`src/hdl/lzbd_pkg.sv`:
```
// Shared types, constants and functions of the LZ bitstream decompressor.
package lzbd_pkg;

   localparam int HIST_DEPTH = 4096;
   localparam int HIST_AW    = $clog2(HIST_DEPTH);
   localparam int OUT_LANES  = 8;
   localparam int LANE_CW    = $clog2(OUT_LANES + 1);
   localparam logic [15:0] CRC_POLY = 16'hA001;

   typedef enum logic [1:0] {
      CSR_UNPACKED_LENGTH = 2'd0,
      CSR_DECRYPT_KEY     = 2'd1,
      CSR_EXPECTED_CRC    = 2'd2
   } csr_reg_type;

   typedef enum logic [1:0] {
      ST_OK       = 2'd0,
      ST_CRC_BAD  = 2'd1,
      ST_KEY_ZERO = 2'd2
   } status_code_type;

   typedef enum logic [4:0] {
      PH_FLAG0  = 5'd0,  PH_FLAG1 = 5'd1,  PH_TOK    = 5'd2,  PH_LIT   = 5'd3,
      PH_T1     = 5'd4,  PH_T2    = 5'd5,  PH_SHORT  = 5'd6,  PH_T3    = 5'd7,
      PH_LONG   = 5'd8,  PH_ENDBIT = 5'd9, PH_MC0    = 5'd10, PH_MC1   = 5'd11,
      PH_MC2    = 5'd12, PH_RL0   = 5'd13, PH_RL1    = 5'd14, PH_RL2   = 5'd15,
      PH_RL3    = 5'd16, PH_RUN   = 5'd17, PH_OFF0   = 5'd18, PH_OFF1  = 5'd19,
      PH_OFF2   = 5'd20, PH_OFF3  = 5'd21, PH_OFF4   = 5'd22, PH_OFF5  = 5'd23,
      PH_OFF6   = 5'd24, PH_OFFRAW = 5'd25
   } phase_type;

   typedef enum logic [2:0] {
      CS_IDLE, CS_RUN, CS_CRD, CS_CEM, CS_TAIL, CS_FIN
   } ctrl_state_type;

   typedef enum logic [4:0] {
      OP_NONE, OP_KEY_LOAD, OP_CR_SET3, OP_CR_MC0, OP_CR_MC2, OP_LR_SHIFT,
      OP_LR_DONE, OP_CD_CLR, OP_CD_BIT, OP_CD_OFF3, OP_CD_OFF4, OP_CD_OFF6,
      OP_LIT, OP_SHORT, OP_LONG, OP_RUN, OP_OFFRAW, OP_COPY
   } dp_op_type;

   typedef struct packed {
      logic            load_byte;
      logic            take_bit;
      dp_op_type       op;
      logic            hist_rd;
      logic            push;
      logic            push_fin;
      logic            push_last;
      status_code_type status;
   } dp_cmd_type;

   typedef struct packed {
      logic bit_now;
      logic bits_empty;
      logic byte_zero;
      logic key_zero;
      logic len_done;
      logic crc_match;
      logic mc2_nine;
      logic cd_zero;
      logic lr_last;
      logic cr_one;
      logic lane_full;
      logic lane_empty;
      logic out_free;
   } dp_stat_type;

   function automatic logic [15:0] crc16_byte(input logic [15:0] crc, input logic [7:0] b);
      logic [15:0] c;
      c = crc ^ {8'h00, b};
      for (int i = 0; i < 8; i++) begin
         c = c[0] ? ((c >> 1) ^ CRC_POLY) : (c >> 1);
      end
      return c;
   endfunction

endpackage

```
`src/hdl/lzbd_ctrl.sv`:
```
// Decoder controller: token phase machine and per-beat sequencing.
module lzbd_ctrl import lzbd_pkg::*; (
   input  logic        clock,
   input  logic        reset,
   input  logic        req_valid,
   output logic        req_ready,
   input  dp_stat_type stat,
   output dp_cmd_type  cmd
);

   ctrl_state_type  state_ff, state_in;
   phase_type       phase_ff, phase_in;
   logic            have_ff, have_in;
   logic            halted_ff, halted_in;
   logic            end_ff, end_in;
   status_code_type end_st_ff, end_st_in;
   logic            raw_ph, b;

   assign raw_ph = (phase_ff == PH_LIT) || (phase_ff == PH_SHORT) || (phase_ff == PH_LONG) ||
                   (phase_ff == PH_RUN) || (phase_ff == PH_OFFRAW);
   assign b = stat.bit_now;

   // actions and decoder phase
   always_comb begin
      cmd       = '0;
      cmd.op    = OP_NONE;
      cmd.status = ST_OK;
      req_ready = 1'b0;
      phase_in  = phase_ff;
      have_in   = have_ff;
      halted_in = halted_ff;
      end_in    = end_ff;
      end_st_in = end_st_ff;
      case (state_ff)
         CS_IDLE: begin
            req_ready     = 1'b1;
            cmd.load_byte = req_valid;
            if (req_valid && !halted_ff) have_in = 1'b1;
         end
         CS_RUN: begin
            if (halted_ff) begin
            end else if (raw_ph) begin
               if (have_ff) begin
                  case (phase_ff)
                     PH_LIT, PH_RUN: begin
                        if (stat.lane_full) begin
                           cmd.push = stat.out_free;
                        end else begin
                           have_in = 1'b0;
                           cmd.op  = (phase_ff == PH_LIT) ? OP_LIT : OP_RUN;
                           if (phase_ff == PH_LIT || stat.lr_last) phase_in = PH_TOK;
                        end
                     end
                     PH_SHORT: begin
                        have_in = 1'b0; cmd.op = OP_SHORT; phase_in = PH_TOK;
                     end
                     PH_LONG: begin
                        have_in = 1'b0;
                        if (stat.byte_zero) begin
                           phase_in = PH_ENDBIT;
                        end else begin
                           cmd.op = OP_LONG; phase_in = PH_OFF0;
                        end
                     end
                     default: begin
                        have_in = 1'b0; cmd.op = OP_OFFRAW; phase_in = PH_TOK;
                     end
                  endcase
               end
            end else if (!stat.bits_empty || have_ff) begin
               cmd.take_bit = 1'b1;
               if (stat.bits_empty) have_in = 1'b0;
               case (phase_ff)
                  PH_FLAG0: phase_in = PH_FLAG1;
                  PH_FLAG1, PH_ENDBIT: begin
                     if (phase_ff == PH_FLAG1) cmd.op = OP_KEY_LOAD;
                     if (phase_ff == PH_FLAG1 && b && stat.key_zero) begin
                        halted_in = 1'b1; end_in = 1'b1; end_st_in = ST_KEY_ZERO;
                     end else if (stat.len_done) begin
                        halted_in = 1'b1; end_in = 1'b1;
                        end_st_in = stat.crc_match ? ST_OK : ST_CRC_BAD;
                     end else begin
                        phase_in = PH_TOK;
                     end
                  end
                  PH_TOK: phase_in = b ? PH_T1 : PH_LIT;
                  PH_T1:  phase_in = b ? PH_T2 : PH_MC0;
                  PH_T2:  phase_in = b ? PH_T3 : PH_SHORT;
                  PH_T3: begin
                     if (b) begin
                        phase_in = PH_LONG;
                     end else begin
                        cmd.op = OP_CR_SET3; phase_in = PH_OFF0;
                     end
                  end
                  PH_MC0: begin cmd.op = OP_CR_MC0; phase_in = PH_MC1; end
                  PH_MC1: phase_in = b ? PH_MC2 : PH_OFF0;
                  PH_MC2: begin
                     cmd.op = OP_CR_MC2; phase_in = stat.mc2_nine ? PH_RL0 : PH_OFF0;
                  end
                  PH_OFF0: begin cmd.op = OP_CD_CLR; phase_in = b ? PH_OFF1 : PH_OFFRAW; end
                  PH_OFF1: begin cmd.op = OP_CD_BIT; phase_in = PH_OFF2; end
                  PH_OFF2: begin
                     if (b) phase_in = PH_OFF3;
                     else phase_in = stat.cd_zero ? PH_OFF4 : PH_OFFRAW;
                  end
                  PH_OFF3: begin cmd.op = OP_CD_OFF3; phase_in = PH_OFF5; end
                  PH_OFF4: begin cmd.op = OP_CD_OFF4; phase_in = PH_OFFRAW; end
                  PH_OFF5: phase_in = b ? PH_OFFRAW : PH_OFF6;
                  PH_OFF6: begin cmd.op = OP_CD_OFF6; phase_in = PH_OFFRAW; end
                  PH_RL0:  begin cmd.op = OP_LR_SHIFT; phase_in = PH_RL1; end
                  PH_RL1:  begin cmd.op = OP_LR_SHIFT; phase_in = PH_RL2; end
                  PH_RL2:  begin cmd.op = OP_LR_SHIFT; phase_in = PH_RL3; end
                  PH_RL3:  begin cmd.op = OP_LR_DONE; phase_in = PH_RUN; end
                  default: phase_in = phase_ff;
               endcase
            end
         end
         CS_CRD: cmd.hist_rd = 1'b1;
         CS_CEM: begin
            if (stat.lane_full) cmd.push = stat.out_free;
            else cmd.op = OP_COPY;
         end
         CS_TAIL: begin
            if (!stat.lane_empty) begin
               cmd.push      = stat.out_free;
               cmd.push_last = !end_ff;
            end
         end
         CS_FIN: begin
            cmd.push      = stat.out_free;
            cmd.push_fin  = 1'b1;
            cmd.push_last = 1'b1;
            cmd.status    = end_st_ff;
            if (stat.out_free) end_in = 1'b0;
         end
         default: begin
         end
      endcase
   end

   // sequencing state
   always_comb begin
      state_in = state_ff;
      case (state_ff)
         CS_IDLE: if (req_valid && !halted_ff) state_in = CS_RUN;
         CS_RUN: begin
            if (halted_ff) state_in = CS_TAIL;
            else if (raw_ph && !have_ff) state_in = CS_TAIL;
            else if (!raw_ph && stat.bits_empty && !have_ff) state_in = CS_TAIL;
            else if (cmd.op == OP_SHORT || cmd.op == OP_OFFRAW) state_in = CS_CRD;
         end
         CS_CRD: state_in = CS_CEM;
         CS_CEM: if (cmd.op == OP_COPY) state_in = stat.cr_one ? CS_RUN : CS_CRD;
         CS_TAIL: begin
            if (stat.lane_empty) state_in = end_ff ? CS_FIN : CS_IDLE;
         end
         CS_FIN: if (stat.out_free) state_in = CS_IDLE;
         default: state_in = CS_IDLE;
      endcase
   end

   always_ff @(posedge clock) begin
      if (reset) begin
         state_ff  <= CS_IDLE;
         phase_ff  <= PH_FLAG0;
         have_ff   <= 1'b0;
         halted_ff <= 1'b0;
         end_ff    <= 1'b0;
         end_st_ff <= ST_OK;
      end else begin
         state_ff  <= state_in;
         phase_ff  <= phase_in;
         have_ff   <= have_in;
         halted_ff <= halted_in;
         end_ff    <= end_in;
         end_st_ff <= end_st_in;
      end
   end

   a_halt_sticks: assert property (@(posedge clock) disable iff (reset)
      halted_ff |=> halted_ff) else $error("decoder left the halted state");
   a_idle_no_byte: assert property (@(posedge clock) disable iff (reset)
      (state_ff == CS_IDLE) |-> !have_ff) else $error("byte left over at step end");
   a_fin_after_end: assert property (@(posedge clock) disable iff (reset)
      (state_ff == CS_FIN) |-> (end_ff && halted_ff)) else $error("final result without end");

endmodule

```
`config.mk`:
```
export PLATFORM = sky130hd
export DESIGN_NAME = lzbd_ctrl
export DESIGN_NICKNAME = d
export VERILOG_FILES = /design/src/hdl/lzbd_pkg.sv /design/src/hdl/lzbd_ctrl.sv
export SDC_FILE = /design/constraint.sdc
export NUM_CORES = 1
export LEC_CHECK = 0
export BUFFER_PORTS_ARGS = -buffer_cell sky130_fd_sc_hd__buf_4
export CAP_MARGIN = 40
export CELL_PAD_IN_SITES_DETAIL_PLACEMENT = 0
export CELL_PAD_IN_SITES_GLOBAL_PLACEMENT = 1
export CORE_ASPECT_RATIO = 1.25
export CORE_UTILIZATION = 36
export DETAILED_ROUTE_END_ITERATION = 10
export PLACE_DENSITY = 0.74
export SYNTH_ARGS = -nofsm -noshare
export SYNTH_HDL_FRONTEND = slang
export SYNTH_SLANG_ARGS = --single-unit
```
`constraint.sdc`:
```
create_clock -name clock -period 1.8 [get_ports clock]
set_input_delay 0.27 -clock clock [delete_from_list [all_inputs] [get_ports clock]]
set_output_delay 0.27 -clock clock [all_outputs]
set_load 0.05 [all_outputs]
```
==> results.json <==
{
  "drc_errors": 0,
  "vias": 2316,
  "wl_um": 6720,
  "instances_no_fill": 402,
  "crit_path_max_fanout": 4,
  "tightest_slew_ps": 589,
  "maxCapViolations": 0,
  "grt-ovfl-total": 0,
  "numPortBuffers": 29,
  "ys_seq_area_share_pct": 15.1,
  "tritoncts": "yes",
  "critPathCaptureType": "primary output",
  "cp.arrival_ps": 1940,
  "grt_pass1_vias": 2342,
  "synth_warnings": 0,
  "final-hold-violation-count": 0,
  "hpwl_um": 5140,
  "dp_slack_ps": -271,
  "drive_gt1_share_pct": 49.1,
  "cts_buffers": 3,
  "root_buffer": "clkbuf_8",
  "reg2regPathDepth": 8,
  "ff_latch_area_um2": 270,
  "fin_ws_ps": -406,
  "required_ps": 1530,
  "met1_length_um": 2670,
  "grt_antenna_before_repair": 0,
  "clockBufferDepth": 2,
  "met2WireLength_um": 3490,
  "grt_first_pass_wirelength_um": 11100,
  "dp.cells": 390,
  "clkLatencyLatePin_ps": 240,
  "drv_slew": 0,
  "yosysTopAreaCellShare_pct": 15.1,
  "setup_violations": 19,
  "wl_met3_um": 199,
  "vdd_drop_max_mv": 0.517,
  "holdWs_ps": 313,
  "yosysMostFrequentCell": "nor2_1",
  "p_per_area_nw_per_um2": 1170,
  "holdPathStages": 2,
  "swShare_pct": 47.5,
  "drt-initial-drc-count": 100,
  "antenna_cells": 0,
  "fmax_mhz": 453,
  "fin_setup_tns_ps": -5180,
  "io_pins": 30,
  "area_delta_synth_final_pct": 69.1,
  "critPathKind": "reg -> out",
  "cts_max_level": 1,
  "grt_max_degree": 16,
  "synth_common_cells": "nor2_1 (29), a21oi_1 (17), nand2_1 (17)",
  "path_clk_slew_ps": 60,
  "cts.sinks": 13,
  "combPwrFrac_pct": 79.5,
  "p_clk_share_pct": 7.6,
  "grt.total_usage_pct": 28.0,
  "fin_skew_ps": 8.04,
  "p_leak_nw": 1.17,
  "synth_edf_count": 0,
  "fp.coreArea_um2": 4490,
  "power_frac_seq_pct": 13.0,
  "internal_power_w": 0.00180,
  "rsz0062_at_grt": "yes",
  "synth_area_um2": 1730,
  "gp_congestion": 0.886,
  "highest_layer": "met4",
  "firstDrtPassIters": 4,
  "drt-wirelength-per-cell_um": 16.7,
  "synth.area.top_cells": "dfxtp_1 (15%), nor2_1 (6.3%), a21oi_1 (4.9%), o21ai_0 (4.6%), nand2b_1 (4.3%)",
  "avgSynthCellArea_um2": 6.82,
  "fp.dieH_um": 79.4,
  "period_share_pct": 123,
  "filler_cell_count": 396,
  "ant_nets": 0,
  "p_switching_w": 0.00162,
  "core.rowCount": 27,
  "fin_nets": 361,
  "synth_seq_cells": 13,
  "initial_core_util_pct": 38.4,
  "syn_inst": 253,
  "die_w_um": 63.9,
  "yosysTopAreaCell": "dfxtp_1",
  "status": "complete, but fails checks",
  "synth_ff_type": "dfxtp_1",
  "syn-num-nets": 269,
  "vias_per_cell": 5.76,
  "ys_types": 65,
  "multi_input_comb_area_um2": 1570,
  "async_flop_share_pct": 0,
  "cp-start-kind": "flop",
  "relSlewSlack_pct": 60.3,
  "violations": "setup timing",
  "timing.hold.worst.class": "in -> reg",
  "die_area_um2": 5080,
  "min_period_ps": 2210
}
## sequential cells by signal, summed over array words and instances, names as in the netlist
| register | cells |
|---|---|
| end_st_ff | 2 |
| halted_ff | 1 |
| have_ff | 1 |
| end_ff | 1 |
| state_ff | 3 |
| phase_ff | 5 |
## cell usage in the layout, fill, tap and decap left out, drive strengths merged, types with 3 or more instances in the layout
master  synthesis  final
a211oi          4      4
a21o            3      3
a21oi          17     17
a22oi           3      3
a31oi           4      4
and2            6      6
and3            5      5
buf            12    109
clkbuf         11      4
dfxtp          13     13
inv             7      7
mux2i           4      4
nand2          17     17
nand2b         12     12
nand3           4      4
nor2           29     29
nor2b          10     10
nor3           13     13
nor4            6      6
o21ai          16     16
o22ai           8      8
or3             4      4
xnor2           4      4
## final cells by class
type,count,share of cell area [%]
clock buffers,4,1.54
well taps,58,2.49
multi-input cells,210,53.9
flip-flops and latches,13,9.25
inverters,8,1.16
repair buffers,109,31.7
## logic make-up after synthesis
family	Yosys count	share of synthesized area (%)
XOR/XNOR	5	2.54
flip-flops	13	15.1
AO/OA/AOI/OAI	83	34.9
AND/OR/NAND/NOR	116	36.2
multiplexers	5	2.97
buffers and inverters	31	8.33
## through the flow
stage	total power [W]	instance area, µm²	util, %
6_report	0.00342	2920	65.0
5_1_grt	0.00363	2920	65.0
4_1_cts	0.00326	2820	62.8
3_3_place_gp	0.00278	2570	57.1
3_5_place_dp	0.00280	2570	57.1
2_1_floorplan	0.00190	1830	-
## worst max-delay path: stages (launching register included)
cell	delay, ps
dfxtp_2	340
or4b_4	560
o22ai_4	260
nor4_4	60
buf_4	160
o21ai_2	80
o21ai_4	80
buf_6	170
## path summary, 6_finish.rpt
path	startpoint	endpoint	slack, ps
worst max-delay path	phase_ff[2]$_SDFFE_PP0P_	cmd[7]	-410
worst min-delay path	reset	phase_ff[1]$_SDFFE_PP0P_	310
worst max register to register	phase_ff[2]$_SDFFE_PP0P_	phase_ff[2]$_SDFFE_PP0P_	-370
worst min register to register	end_st_ff[0]$_SDFFE_PP0P_	end_st_ff[0]$_SDFFE_PP0P_	490
## what timing repair did
action                                  in CTS  in global routing
endpoints found under the setup margin      22                 22
resized for setup                           44                 18
cloned                                       1                  0
pin swaps                                   12                 10
hold buffers                                 0                  0
buffers inserted                             8                  3
## per-layer routing
| metal | up-vias | track usage, % |
|---|---|---|
| met5 | - | 0 |
| met4 | 0 | 19.5 |
| met1 | 1091 | 30.4 |
| li1 | 1135 | - |
| met2 | 60 | 50.5 |
| met3 | 30 | 2.43 |
## power by group through the flow
| stage | registers (W) | logic [W] | clock network, W |
|---|---|---|---|
| 4_1_cts | 0.000438 | 0.00256 | 0.000263 |
| 6_report | 0.000443 | 0.00272 | 0.000259 |
| 3_3_place_gp | 0.000420 | 0.00236 | 0 |
| 5_1_grt | 0.000447 | 0.00290 | 0.000279 |
| 3_5_place_dp | 0.000423 | 0.00238 | 0 |
| 2_1_floorplan | 0.000394 | 0.00151 | 0 |
(Power assumes the default switching activity.)
